### src/design/numeric_literal_parser_top_macros.svh
// Assertion macros shared by the numeric literal parser RTL.
`ifndef NUMERIC_LITERAL_PARSER_TOP_MACROS_SVH
`define NUMERIC_LITERAL_PARSER_TOP_MACROS_SVH

// Same-cycle implication, disabled during reset.
`define NLP_ASSERT_IMP(label, clk, rst, ante, cons, msg) \
  label: assert property (@(posedge clk) disable iff (rst) (ante) |-> (cons)) \
    else $error(msg);

// Next-cycle implication, disabled during reset.
`define NLP_ASSERT_NXT(label, clk, rst, ante, cons, msg) \
  label: assert property (@(posedge clk) disable iff (rst) (ante) |=> (cons)) \
    else $error(msg);

`endif

### src/design/nlp_pkg.sv
// Package with types and constants of the numeric literal parser.
package nlp_pkg;

  localparam int VALUE_BITS_DEFAULT = 32;
  localparam int CFG_INDEX_BITS     = 2;
  localparam int CFG_DATA_BITS      = 7;
  localparam int RADIX_BITS         = 6;
  localparam int FRAC_BITS          = 7;

  typedef enum logic [CFG_INDEX_BITS-1:0] {
    REG_BASE_SELECT     = 2'd0,
    REG_FRACTION_DIGITS = 2'd1,
    REG_SIGNED_MODE     = 2'd2
  } cfg_reg_t;

  typedef enum logic [1:0] {
    S_IDLE,
    S_CHAR,
    S_PAD,
    S_FIN
  } state_t;

  typedef enum logic [2:0] {
    PH_START,
    PH_SIGNED,
    PH_ZERO,
    PH_OPEN,
    PH_DOT,
    PH_DIGITS
  } phase_t;

  localparam logic [7:0] CH_NUL   = 8'h00;
  localparam logic [7:0] CH_PLUS  = 8'h2B;
  localparam logic [7:0] CH_MINUS = 8'h2D;
  localparam logic [7:0] CH_DOT   = 8'h2E;
  localparam logic [7:0] CH_0     = 8'h30;
  localparam logic [7:0] CH_9     = 8'h39;
  localparam logic [7:0] CH_UA    = 8'h41;
  localparam logic [7:0] CH_UB    = 8'h42;
  localparam logic [7:0] CH_UO    = 8'h4F;
  localparam logic [7:0] CH_UX    = 8'h58;
  localparam logic [7:0] CH_UZ    = 8'h5A;
  localparam logic [7:0] CASE_BIT = 8'h20;
  // 'A' maps to digit 10
  localparam logic [7:0] ALPHA_OFFSET = 8'd55;

  localparam logic [RADIX_BITS-1:0] RADIX_MIN = 6'd2;
  localparam logic [RADIX_BITS-1:0] RADIX_MAX = 6'd36;
  localparam logic [RADIX_BITS-1:0] RADIX_BIN = 6'd2;
  localparam logic [RADIX_BITS-1:0] RADIX_OCT = 6'd8;
  localparam logic [RADIX_BITS-1:0] RADIX_DEC = 6'd10;
  localparam logic [RADIX_BITS-1:0] RADIX_HEX = 6'd16;

endpackage

### src/design/nlp_channels.sv
// Handshake channel interfaces of the numeric literal parser.
interface nlp_char_if;
  logic       valid;
  logic       ready;
  logic [7:0] character;

  modport source (output valid, output character, input ready);
  modport sink   (input valid, input character, output ready);
endinterface

interface nlp_result_if #(
  parameter int VALUE_BITS = nlp_pkg::VALUE_BITS_DEFAULT
);
  logic                  valid;
  logic                  ready;
  logic [VALUE_BITS-1:0] value;
  logic                  valid_res;

  modport source (output valid, output value, output valid_res, input ready);
  modport sink   (input valid, input value, input valid_res, output ready);
endinterface

interface nlp_cfg_if;
  logic                               valid;
  logic                               ready;
  logic [nlp_pkg::CFG_INDEX_BITS-1:0] index;
  logic [nlp_pkg::CFG_DATA_BITS-1:0]  data;

  modport source (output valid, output index, output data, input ready);
  modport sink   (input valid, input index, input data, output ready);
endinterface

### src/design/numeric_literal_parser_top.sv
// Top level of the streaming numeric literal parser.
//
// Channels: chars takes one ASCII character per beat; a NUL character ends
// the literal. result delivers one beat per literal: value (two's complement
// when negative, 0 on error) and valid_res. cfg writes base_select (0),
// fraction_digits (1) and signed_mode (2); it is always ready.
// Steps: an ordinary character is accepted, then decoded and passed once
// through the shared multiply-add unit; chars.ready is low meanwhile.
// A terminator passes the decode step, then pads P, the fraction digits still
// to pad: each padding zero is one more pass through the same multiply-add
// unit, which sets the rate. The final step then loads the result.
// The result sits in an output register; while it waits, the next literal's
// characters are still taken. A second terminator holds in the final step
// until the receiver takes the earlier result.
// Reset: synchronous, clears configuration to zero, the literal state and the
// output valid flag. No clearing pass is needed.
`include "numeric_literal_parser_top_macros.svh"

module numeric_literal_parser_top #(
  parameter int VALUE_BITS = nlp_pkg::VALUE_BITS_DEFAULT
) (
  input  logic                 clk,
  input  logic                 rst,
  nlp_char_if.sink             chars,
  nlp_result_if.source         result,
  nlp_cfg_if.sink              cfg
);

  localparam int RB = nlp_pkg::RADIX_BITS;
  localparam int FB = nlp_pkg::FRAC_BITS;
  localparam int WW = VALUE_BITS + RB;
  localparam logic [VALUE_BITS-1:0] SIGN_BIT = {1'b1, {(VALUE_BITS-1){1'b0}}};

  // configuration
  logic [RB-1:0] base_select;
  logic [FB-1:0] fraction_digits;
  logic          signed_mode;

  // literal state
  nlp_pkg::state_t  state, state_next;
  nlp_pkg::phase_t  phase, phase_next;
  logic [VALUE_BITS-1:0] accumulator, acc_next;
  logic          negative_flag, neg_next;
  logic [RB-1:0] active_radix, radix_next;
  logic          in_fraction, infrac_next;
  logic [FB-1:0] fraction_left, fl_next;
  logic          error_flag, err_next;
  logic [7:0]    char_q;

  // output register
  logic                  out_valid;
  logic [VALUE_BITS-1:0] out_value;
  logic                  out_ok;

  // character decode
  logic [7:0]    up;
  logic          dig_num, dig_alpha, dig_ok;
  logic [RB-1:0] dig_val;

  // start of body
  logic          sb, izero, do_bc, first;
  logic [RB-1:0] pfx, sb_radix;
  logic          sb_err;

  // shared multiply-add unit
  logic [RB-1:0] mu_radix, mu_inc;
  logic [WW-1:0] mu_wide;
  logic          mu_err;

  // finish
  logic                  pad_ok, fin_go, fin_ok;
  logic [VALUE_BITS-1:0] fin_value;

  logic in_beat, out_beat, cfg_beat;

  assign in_beat  = chars.valid && chars.ready;
  assign out_beat = result.valid && result.ready;
  assign cfg_beat = cfg.valid && cfg.ready;

  assign up        = char_q & ~nlp_pkg::CASE_BIT;
  assign dig_num   = (char_q >= nlp_pkg::CH_0) && (char_q <= nlp_pkg::CH_9);
  assign dig_alpha = (char_q > nlp_pkg::CH_9) && (up >= nlp_pkg::CH_UA)
                     && (up <= nlp_pkg::CH_UZ);
  assign dig_ok    = dig_num || dig_alpha;
  assign dig_val   = dig_num ? RB'(char_q - nlp_pkg::CH_0)
                             : RB'(up - nlp_pkg::ALPHA_OFFSET);

  assign sb_radix = (pfx != '0) ? pfx
                  : ((base_select != '0) ? base_select : nlp_pkg::RADIX_DEC);
  assign sb_err   = ((pfx != '0) && (base_select != '0) && (base_select != pfx))
                    || (sb_radix < nlp_pkg::RADIX_MIN)
                    || (sb_radix > nlp_pkg::RADIX_MAX);

  // acc * radix + inc; error on overflow (any bit above the value width set) or on a radix out of range
  assign mu_wide = ({{RB{1'b0}}, accumulator} * {{VALUE_BITS{1'b0}}, mu_radix})
                   + {{VALUE_BITS{1'b0}}, mu_inc};
  assign mu_err  = (mu_radix < nlp_pkg::RADIX_MIN) || (mu_radix > nlp_pkg::RADIX_MAX)
                   || (|mu_wide[WW-1:VALUE_BITS]);

  assign pad_ok = !error_flag && (phase == nlp_pkg::PH_DIGITS);
  assign fin_go = (state == nlp_pkg::S_FIN) && (!out_valid || result.ready);

  always_comb begin
    fin_ok    = pad_ok;
    fin_value = accumulator;
    if (negative_flag) begin
      if (signed_mode ? (accumulator > SIGN_BIT) : (accumulator != '0)) begin
        fin_ok = 1'b0;
      end
      fin_value = '0 - accumulator;
    end else if (signed_mode && accumulator[VALUE_BITS-1]) begin
      fin_ok = 1'b0;
    end
  end

  // next state
  always_comb begin
    state_next = state;
    unique case (state)
      nlp_pkg::S_IDLE: if (in_beat) state_next = nlp_pkg::S_CHAR;
      nlp_pkg::S_CHAR: begin
        state_next = (char_q == nlp_pkg::CH_NUL) ? nlp_pkg::S_PAD : nlp_pkg::S_IDLE;
      end
      nlp_pkg::S_PAD: if (!pad_ok || fraction_left == '0) state_next = nlp_pkg::S_FIN;
      nlp_pkg::S_FIN: if (fin_go) state_next = nlp_pkg::S_IDLE;
      default: state_next = nlp_pkg::S_IDLE;
    endcase
  end

  // handshake outputs
  always_comb begin
    chars.ready      = (state == nlp_pkg::S_IDLE);
    cfg.ready        = 1'b1;
    result.valid     = out_valid;
    result.value     = out_value;
    result.valid_res = out_ok;
  end

  // literal datapath
  always_comb begin
    acc_next    = accumulator;
    phase_next  = phase;
    neg_next    = negative_flag;
    radix_next  = active_radix;
    infrac_next = in_fraction;
    fl_next     = fraction_left;
    err_next    = error_flag;
    sb          = 1'b0;
    izero       = 1'b0;
    do_bc       = 1'b0;
    first       = 1'b0;
    pfx         = '0;
    mu_radix    = active_radix;
    mu_inc      = '0;
    unique case (state)
      nlp_pkg::S_CHAR: begin
        if (char_q == nlp_pkg::CH_NUL) begin
          // a lone zero becomes the body at the terminator
          if (phase == nlp_pkg::PH_ZERO && !error_flag) begin
            sb    = 1'b1;
            izero = 1'b1;
          end
        end else if (!error_flag) begin
          priority if (phase == nlp_pkg::PH_START &&
                       (char_q == nlp_pkg::CH_PLUS || char_q == nlp_pkg::CH_MINUS)) begin
            neg_next   = (char_q == nlp_pkg::CH_MINUS);
            phase_next = nlp_pkg::PH_SIGNED;
          end else if (phase == nlp_pkg::PH_START || phase == nlp_pkg::PH_SIGNED) begin
            if (char_q == nlp_pkg::CH_0) begin
              phase_next = nlp_pkg::PH_ZERO;
            end else begin
              sb    = 1'b1;
              do_bc = 1'b1;
            end
          end else if (phase == nlp_pkg::PH_ZERO) begin
            sb = 1'b1;
            priority if (up == nlp_pkg::CH_UX) begin
              pfx = nlp_pkg::RADIX_HEX;
            end else if (up == nlp_pkg::CH_UB) begin
              pfx = nlp_pkg::RADIX_BIN;
            end else if (up == nlp_pkg::CH_UO) begin
              pfx = nlp_pkg::RADIX_OCT;
            end else begin
              // leading zero was a digit; it leaves the accumulator at zero
              izero = 1'b1;
              do_bc = 1'b1;
            end
          end else begin
            do_bc = 1'b1;
          end
        end
        if (sb) begin
          radix_next = sb_radix;
          fl_next    = fraction_digits;
          err_next   = sb_err;
          phase_next = izero ? nlp_pkg::PH_DIGITS : nlp_pkg::PH_OPEN;
        end
        if (do_bc && !err_next) begin
          first      = (phase_next == nlp_pkg::PH_OPEN);
          phase_next = nlp_pkg::PH_DIGITS;
          if (char_q == nlp_pkg::CH_DOT) begin
            if (in_fraction || fraction_digits == '0) begin
              err_next = 1'b1;
            end else begin
              infrac_next = 1'b1;
              if (first) phase_next = nlp_pkg::PH_DOT;
            end
          end else if (!dig_ok || dig_val >= radix_next) begin
            err_next = 1'b1;
          end else begin
            // surplus fraction digits are checked but dropped
            if (!in_fraction || fl_next != '0) begin
              mu_radix = radix_next;
              mu_inc   = dig_val;
              if (mu_err) err_next = 1'b1;
              else        acc_next = mu_wide[VALUE_BITS-1:0];
            end
            if (in_fraction && fl_next != '0) fl_next = fl_next - FB'(1);
          end
        end
      end
      nlp_pkg::S_PAD: begin
        if (pad_ok && fraction_left != '0) begin
          mu_radix    = active_radix;
          mu_inc      = '0;
          infrac_next = 1'b1;
          fl_next     = fraction_left - FB'(1);
          if (mu_err) err_next = 1'b1;
          else        acc_next = mu_wide[VALUE_BITS-1:0];
        end
      end
      nlp_pkg::S_FIN: begin
        if (fin_go) begin
          acc_next    = '0;
          phase_next  = nlp_pkg::PH_START;
          neg_next    = 1'b0;
          radix_next  = '0;
          infrac_next = 1'b0;
          fl_next     = '0;
          err_next    = 1'b0;
        end
      end
      default: begin
      end
    endcase
  end

  always_ff @(posedge clk) begin
    if (rst) begin
      state         <= nlp_pkg::S_IDLE;
      phase         <= nlp_pkg::PH_START;
      accumulator   <= '0;
      negative_flag <= 1'b0;
      active_radix  <= '0;
      in_fraction   <= 1'b0;
      fraction_left <= '0;
      error_flag    <= 1'b0;
      out_valid     <= 1'b0;
    end else begin
      state         <= state_next;
      phase         <= phase_next;
      accumulator   <= acc_next;
      negative_flag <= neg_next;
      active_radix  <= radix_next;
      in_fraction   <= infrac_next;
      fraction_left <= fl_next;
      error_flag    <= err_next;
      if (fin_go) begin
        out_valid <= 1'b1;
      end else if (out_beat) begin
        out_valid <= 1'b0;
      end
    end
  end

  always_ff @(posedge clk) begin
    if (in_beat) char_q <= chars.character;
    if (fin_go) begin
      out_ok    <= fin_ok;
      out_value <= fin_ok ? fin_value : '0;
    end
  end

  always_ff @(posedge clk) begin
    if (rst) begin
      base_select     <= '0;
      fraction_digits <= '0;
      signed_mode     <= 1'b0;
    end else if (cfg_beat) begin
      unique case (cfg.index)
        nlp_pkg::REG_BASE_SELECT:     base_select     <= cfg.data[RB-1:0];
        nlp_pkg::REG_FRACTION_DIGITS: fraction_digits <= cfg.data[FB-1:0];
        nlp_pkg::REG_SIGNED_MODE:     signed_mode     <= cfg.data[0];
        default: begin
        end
      endcase
    end
  end

  `NLP_ASSERT_NXT(a_beat_to_char, clk, rst, in_beat, state == nlp_pkg::S_CHAR,
                  "character beat not followed by decode step")
  `NLP_ASSERT_NXT(a_fin_loads_out, clk, rst, fin_go, result.valid,
                  "finished literal did not reach the output register")
  `NLP_ASSERT_IMP(a_error_zero, clk, rst, result.valid && !result.valid_res,
                  result.value == '0, "failed literal carries a nonzero value")
  `NLP_ASSERT_IMP(a_pad_needs_digits, clk, rst,
                  state == nlp_pkg::S_PAD && fraction_left != '0 && !error_flag,
                  phase != nlp_pkg::PH_START && phase != nlp_pkg::PH_ZERO,
                  "padding zeros before any body")

endmodule
### src/flat_wrapper.sv
// flat-port wrapper written by rule: the top's interface ports become plain ports
module numeric_literal_parser_top_flat 
#(
  parameter int VALUE_BITS = nlp_pkg::VALUE_BITS_DEFAULT
)
  (clk, rst, chars_valid, chars_character, chars_ready, result_valid, result_value, result_valid_res, result_ready, cfg_valid, cfg_index, cfg_data, cfg_ready);
  nlp_char_if chars_i ();
  nlp_result_if #(.VALUE_BITS(VALUE_BITS)) result_i ();
  nlp_cfg_if cfg_i ();
  input  logic clk;
  input  logic rst;
  input wire logic [$bits(chars_i.valid)-1:0] chars_valid;
  input wire logic [$bits(chars_i.character)-1:0] chars_character;
  output wire logic [$bits(chars_i.ready)-1:0] chars_ready;
  output wire logic [$bits(result_i.valid)-1:0] result_valid;
  output wire logic [$bits(result_i.value)-1:0] result_value;
  output wire logic [$bits(result_i.valid_res)-1:0] result_valid_res;
  input wire logic [$bits(result_i.ready)-1:0] result_ready;
  input wire logic [$bits(cfg_i.valid)-1:0] cfg_valid;
  input wire logic [$bits(cfg_i.index)-1:0] cfg_index;
  input wire logic [$bits(cfg_i.data)-1:0] cfg_data;
  output wire logic [$bits(cfg_i.ready)-1:0] cfg_ready;
  assign chars_i.valid = chars_valid;
  assign chars_i.character = chars_character;
  assign chars_ready = chars_i.ready;
  assign result_valid = result_i.valid;
  assign result_value = result_i.value;
  assign result_valid_res = result_i.valid_res;
  assign result_i.ready = result_ready;
  assign cfg_i.valid = cfg_valid;
  assign cfg_i.index = cfg_index;
  assign cfg_i.data = cfg_data;
  assign cfg_ready = cfg_i.ready;
  numeric_literal_parser_top #(.VALUE_BITS(VALUE_BITS)) u_core (.clk(clk), .rst(rst), .chars(chars_i), .result(result_i), .cfg(cfg_i));
endmodule
### config.mk
export PLATFORM = sky130hd
export DESIGN_NAME = numeric_literal_parser_top_flat
export DESIGN_NICKNAME = d
export VERILOG_FILES = /design/src/design/nlp_pkg.sv /design/src/design/nlp_channels.sv /design/src/design/numeric_literal_parser_top.sv /design/src/flat_wrapper.sv
export VERILOG_INCLUDE_DIRS = /design/src /design/src/design
export SDC_FILE = /design/constraint.sdc
export NUM_CORES = 1
export LEC_CHECK = 0
export BUFFER_PORTS_ARGS = -buffer_cell sky130_fd_sc_hd__buf_2
export CORE_UTILIZATION = 40
export DETAILED_ROUTE_END_ITERATION = 6
export GPL_TIMING_DRIVEN = 1
export SYNTH_ARGS = -nofsm -noshare
export SYNTH_HDL_FRONTEND = slang
export SYNTH_SLANG_ARGS = --single-unit
### constraint.sdc
create_clock -name clk -period 10.4 [get_ports clk]
set_input_delay 1.04 -clock clk [delete_from_list [all_inputs] [get_ports clk]]
set_output_delay 1.04 -clock clk [all_outputs]
set_load 0.005 [all_outputs]
### After elaboration in Yosys (flattened, before gate mapping)

Cells that the tools add are included.

* order comparisons: 11
* multiply operators: 1
* equality and inequality tests: 31
* reductions and logical operators: 58
* multiplexer cells: 113
* $add $sub $neg: 6

Operator list (number)
* 32-bit 2-to-1 mux: 8
* 6-bit 2-to-1 mux: 24
* 32-bit one-hot mux with 3 select lines: 1
* 7-bit 2-to-1 mux: 8
* 1-bit 2-to-1 mux: 48
* 38-bit by 6-bit adder with 38-bit output: 1
* 32-bit by 6-bit multiplier with 38-bit output: 1
* 3-bit 2-to-1 mux: 12
* 8-bit by 6-bit equality test with 1-bit output (second input constant): 4
* 32-bit greater-than comparator (second input constant): 1
* 32-bit nonzero test: 1
* 1-bit by 32-bit subtractor with 32-bit output (first input constant): 1
* 7-bit by 6-bit equality test with 1-bit output (second input constant): 3
* 7-bit one-hot mux with 3 select lines: 1
* 2-bit by 1-bit != test with 1-bit output (second input constant): 8
* 1-bit logical AND: 15
* 7-bit zero test: 2
* 7-bit nonzero test: 2
* 7-bit by 1-bit subtractor with 7-bit output (second input constant): 2
* 6-bit greater-than comparator (second input constant): 2
* 1-bit logical OR: 12
* 6-bit by 2-bit < comparator with 1-bit output (second input constant): 2
* 2-bit != test (second input constant): 6
* 6-bit one-hot mux with 2 select lines: 1
* 34 further kinds: 54

* logic and storage cells: 235
* output and inout bits: 36
* flip-flop bits (word level): 109
* input port bits: 22

### Logic depth before layout (Yosys ltp)

* word-level depth: 31
* gate-level depth with buffers: 42
* gate-level depth less buffers: 38

### Least setup slack after synthesis

OpenSTA, ideal clock, no wires.

* kind: register to register
* start point: reg u_core.char_q[0]
* end point: reg u_core.accumulator[22]
* stages on the path, launching flop included: 42
* path slack: 0.783 ns
* period minus slack after synthesis: 9.617 ns
* data arrival time: 9.500 ns
* cells stage by stage: edfxtp_1 inv_1 ha_1 nor3b_1 nand4_1 nand4_1 and2_1 clkbuf_1 o21ai_0 ha_1 nand2b_1 a21o_1 a21o_1 a21oi_1 nand2_1 a311oi_1 nand4_1 clkbuf_1 [6 not listed] inv_1 fa_1 inv_1 fa_1 inv_1 ha_1 or4_1 o21ai_0 nand3_1 a21oi_1 nand2_1 o41ai_1 a41oi_1 o2111a_1 and4b_1 buf_2 buf_2 a32o_1

* word-level cells in the longest chain between the ends: 31
* elaborated cells on any way between the ends: 97
* those cells by class: add/sub (3); mul (1); order compare (10); eq/ne (12); mux (49); reduce/logical (22)

RTL lines
* start, declared: RTL line numeric_literal_parser_top.sv:48 `logic [7:0] char_q;`
* start signal, assigned: RTL line numeric_literal_parser_top.sv:277 `if (in_beat) char_q <= chars.character;`
* 7-bit by 6-bit equality test with 1-bit output: RTL line numeric_literal_parser_top.sv:181 `end else if (up == nlp_pkg::CH_UO) begin`
* 4-bit 2-to-1 mux: RTL line numeric_literal_parser_top.sv:181
* 6-bit 2-to-1 mux: RTL line numeric_literal_parser_top.sv:179 `end else if (up == nlp_pkg::CH_UB) begin`
* 6-bit 2-to-1 mux: RTL line numeric_literal_parser_top.sv:177 `priority if (up == nlp_pkg::CH_UX) begin`
* 6-bit 2-to-1 mux: RTL line numeric_literal_parser_top.sv:175 `end else if (phase == nlp_pkg::PH_ZERO) begin`
* 6-bit 2-to-1 mux: RTL line numeric_literal_parser_top.sv:168 `end else if (phase == nlp_pkg::PH_START || phase == nlp_pkg::PH_SIGNED) begin`
* 6-bit 2-to-1 mux: RTL line numeric_literal_parser_top.sv:164 `priority if (phase == nlp_pkg::PH_START &&`
* 6-bit 2-to-1 mux: RTL line numeric_literal_parser_top.sv:163 `end else if (!error_flag) begin`
* [15 not listed]
* 6-bit OR reduction: RTL line numeric_literal_parser_top.sv:98 `|| (|mu_wide[WW-1:VALUE_BITS]);`
* 1-bit logical OR: RTL line numeric_literal_parser_top.sv:98
* 32-bit 2-to-1 mux: RTL line numeric_literal_parser_top.sv:215, numeric_literal_parser_top.sv:228
* 32-bit 2-to-1 mux: RTL line numeric_literal_parser_top.sv:212 `if (!in_fraction || fl_next != '0) begin`
* 32-bit 2-to-1 mux: RTL line numeric_literal_parser_top.sv:208 `end else if (!dig_ok || dig_val >= radix_next) begin`
* 32-bit 2-to-1 mux: RTL line numeric_literal_parser_top.sv:201 `if (char_q == nlp_pkg::CH_DOT) begin`
* 32-bit 2-to-1 mux: RTL line numeric_literal_parser_top.sv:198 `if (do_bc && !err_next) begin`
* 32-bit one-hot mux with 3 select lines: RTL line numeric_literal_parser_top.sv:155 `unique case (state)`
* end signal, assigned: RTL line numeric_literal_parser_top.sv:262 `accumulator <= acc_next;`
* end, declared: RTL line numeric_literal_parser_top.sv:42 `logic [VALUE_BITS-1:0] accumulator, acc_next;`

Parallel ways exist; a longest one is shown, timed or not. The select of a mux whose other input is x is not followed.
A chain may end at the register's enable or synchronous reset.

### Worst setup path after layout

* start point: reg u_core.char_q[0]
* end point: reg u_core.accumulator[20]

The elaborated chain is that of the path after synthesis.

==> impl_metrics.env <==
export IMPL_hold_ws_ns=0.5302
export IMPL_synth_mux_area_frac=0.02249
export IMPL_fmax_ghz=0.1025
export IMPL_dp_cells=1715
export IMPL_cts_sinks=109
export IMPL_track_usage=0.2101
export IMPL_worst_slew_pin_slew_ns=1.098
export IMPL_synth_xor_area_share=0.05105
export IMPL_gp_congestion=0.9025
export IMPL_final_min_clock_period_ns=9.754
export IMPL_relSlewSlack=0.2662
export IMPL_avgRoutedWirePerCell_um=17.96
export IMPL_synth_top_family_by_area="adder cells"
export IMPL_nets=1582
export IMPL_fp_row_count=63
export IMPL_async_flop_share=0
export IMPL_n_antenna_cell=0
export IMPL_avgViaCountPerCell=5.582
export IMPL_area_growth_pct=7.526
export IMPL_p_per_area_mw_per_mm2=74.88
export IMPL_worstSetupPathType="reg2reg"
export IMPL_coreArea_mm2=0.03003
export IMPL_p_comb_frac=0.175
export IMPL_path_clk_slew_ns=0.08
export IMPL_required_ns=10.65
export IMPL_drc=0
export IMPL_grt_ovfl_total=0
export IMPL_antenna_found_initial=0
export IMPL_numCtsBuffers=9
export IMPL_clkPwrFrac=0.353
export IMPL_synth_seq_cells=109
export IMPL_min_period_over_period=0.9379
export IMPL_cpPeakStageDelay_ns=0.55
export IMPL_io_pins=58
export IMPL_routed_wl_um=31130
export IMPL_syn_inst=1337
export IMPL_cts_buffer_depth=2
export IMPL_ant_nets=0
export IMPL_drive_gt1_frac=0.09978
export IMPL_maxCapViolCount=0
export IMPL_cpMostUsedCell="inv_1"
export IMPL_max_vdd_ir_drop_uv=68.59
export IMPL_synth_fa_ha_area_frac=0.3002
export IMPL_initial_core_util=0.4113
export IMPL_die_height_um=177.7
export IMPL_placed_cell_area_mm2=0.01296
export IMPL_final_cell_mix="188 x nor2b_1, 128 x nor2_1, 124 x fa_1, 98 x ha_1, 68 x dfxtp_1"
export IMPL_stdcell_count=1733
export IMPL_yosysTopAreaCellShare=0.2010
export IMPL_synthSimpleGateAreaFrac=0.2235
export IMPL_rsz0062_at_grt="false"
export IMPL_skew_ns=0.01005
export IMPL_synthTopCellsByArea="fa_1 20%, dfxtp_1 11%, edfxtp_1 10%, ha_1 9.9%, nor2b_1 9.5%"
export IMPL_synth_compound_area_share=0.1431
export IMPL_hpwl_um=23830
export IMPL_path_buf_inv=11
export IMPL_synth_area_leader_cell="fa_1"
export IMPL_cts_tree="built"
export IMPL_drt_initial_drc_count=509
export IMPL_swShare=0.3019
export IMPL_grt_pass1_wl_um=52250
export IMPL_startpoint_type="register"
export IMPL_ctsHoldBuffers=0
export IMPL_crit_slowest_cell="or4_1"
export IMPL_cp_end_kind="register"
export IMPL_cp_max_fo=32
export IMPL_grt_max_degree=37
export IMPL_setup_viol=0
export IMPL_p_switching_mw=0.3003
export IMPL_p_int_mw=0.6942
export IMPL_ys_warn_count=0
export IMPL_vias=9673
export IMPL_p_leak_nw=5.915
export IMPL_syn_nets=1581
export IMPL_port_buffers=56
export IMPL_clock_latency_ns=0.37
export IMPL_synth_seq_area_share=0.2099
export IMPL_hold_viol_final=0
export IMPL_dieArea_mm2=0.03159
export IMPL_status="completed"
export IMPL_design_area_mm2=0.01328
export IMPL_dieWidth_um=177.7
export IMPL_synth_distinct_cells=76
export IMPL_critical_path_top_delay_family="compound AO/OA/AOI/OAI gates"
export IMPL_hold_class="reg2reg"
export IMPL_ys_flop_type="dfxtp_1"
export IMPL_utilization=0.4422
export IMPL_syn_cell_area_mm2=0.01235
export IMPL_syn_area_per_cell_um2=9.238
export IMPL_grt_pass1_vias=10130
export IMPL_synth_edf_count=41
export IMPL_slew_viol_final=0
export IMPL_seqPwrFrac=0.472
export IMPL_cts_htree_levels=3
export IMPL_final_common_cell="nor2b_1"
export IMPL_cp_arrival_ns=10.01
export IMPL_cts_root_buf="clkbuf_16"
export IMPL_fillCellCount=2910
export IMPL_drt_pass1_iterations=5
[worst reg2reg max path: cells and delay by family (launching register included)]
family	cells	cell delay [ns]
buf+inv	11	1.57
simple gates	10	2.06
flops	1	0.42
mux	1	0.10
fa+ha+maj	7	2.47
compound gates	12	3.02
[final cells by class]
cell class	count	area, µm²	area share
clock inverter	5	32.53	0.002449
multi-input combinational	1078	9216	0.6939
tap	390	488.0	0.03674
inverter	61	229.0	0.01724
timing repair buffer	79	469.2	0.03533
sequential	109	2592	0.1952
clock buffer	11	254.0	0.01912
[repair_timing]
action,4_1_cts,5_1_grt
endpoints found under the setup margin,32,33
gates cloned,0,0
buffers inserted,2,0
resized for setup,0,6
[state kept, by name, indices dropped and copies added, names as in the netlist, named ones only]
name and flops:
u_core.result.valid 1, u_core.signed_mode 1, u_core.fraction_digits 7, u_core.in_fraction 1, u_core.accumulator 32, u_core.phase 3
u_core.char_q 8, u_core.result.valid_res 1, u_core.active_radix 6, u_core.negative_flag 1, u_core.fraction_left 7, u_core.base_select 6
u_core.result.value 32, u_core.state 1, u_core.error_flag 1
[power by group through the flow]
stage	clock (mW)	sequential (mW)	combinational, mW
final	0.351	0.469	0.174
after global routing	0.374	0.471	0.192
after CTS	0.361	0.468	0.173
after detailed placement	0	0.478	0.172
after global placement	0	0.478	0.170
after floorplan	0	0.470	0.127
[kinds of logic after synthesis]
group / count (synthesis)
buffers and inverters: 150
DFF: 109
adders and majority gates: 222
other: 1
muxes: 27
AOI/OAI and AO/OA: 251
xor gates and xnor gates: 72
and+or+nand+nor: 505
[path summary, 6_finish.rpt]
check / startpoint / to / slack (ns) / cells after the start
max reg2reg: u_core.char_q[0]$_DFFE_PP_ / u_core.accumulator[20]$_SDFFE_PP0P_ / 0.65 / 41
max: u_core.char_q[0]$_DFFE_PP_ / u_core.accumulator[20]$_SDFFE_PP0P_ / 0.65 / 41
min reg2reg: u_core.result.valid$_SDFFE_PP0P_ / u_core.result.valid$_SDFFE_PP0P_ / 0.53 / 2
min: u_core.result.valid$_SDFFE_PP0P_ / u_core.result.valid$_SDFFE_PP0P_ / 0.53 / 2
[metrics by stage]
stage	setup slack [ns]	TNS, ns	power (mW)
after global routing	0.03073	0	1.037
after global placement	0.2544	0	0.6484
after detailed placement	-0.03788	-0.8698	0.6504
after floorplan	0.7827	0	0.5973
final	0.6456	0	0.9945
after CTS	0.2277	0	1.002
[synth_stat cells, drive strengths merged, types with 7 or more instances]
cell      n
nand2b   21
clkbuf   70
mux2i    21
or4      11
nand2    51
nor2    129
buf      19
nand3    25
o21ai    39
a211oi    9
dfxtp    68
nor3     18
nand4    12
xor2     43
o21a      8
a21o     21
a31oi    11
o31ai    13
a21oi    57
inv      60
nor2b   188
xnor2    29
fa      124
and2     10
a32o     32
edfxtp   41
ha       98
o41ai     8
o22ai     7
[per-layer routing]
layer  vias to the layer above  GRT usage  share of wire
met1                      4769     0.2666           0.44
li1                       4638          -              -
met4                         0    0.06410          0.026
met2                       219     0.3633           0.49
met5                         -          0              0
met3                        47    0.03492          0.042
(Power assumes the default switching activity.)
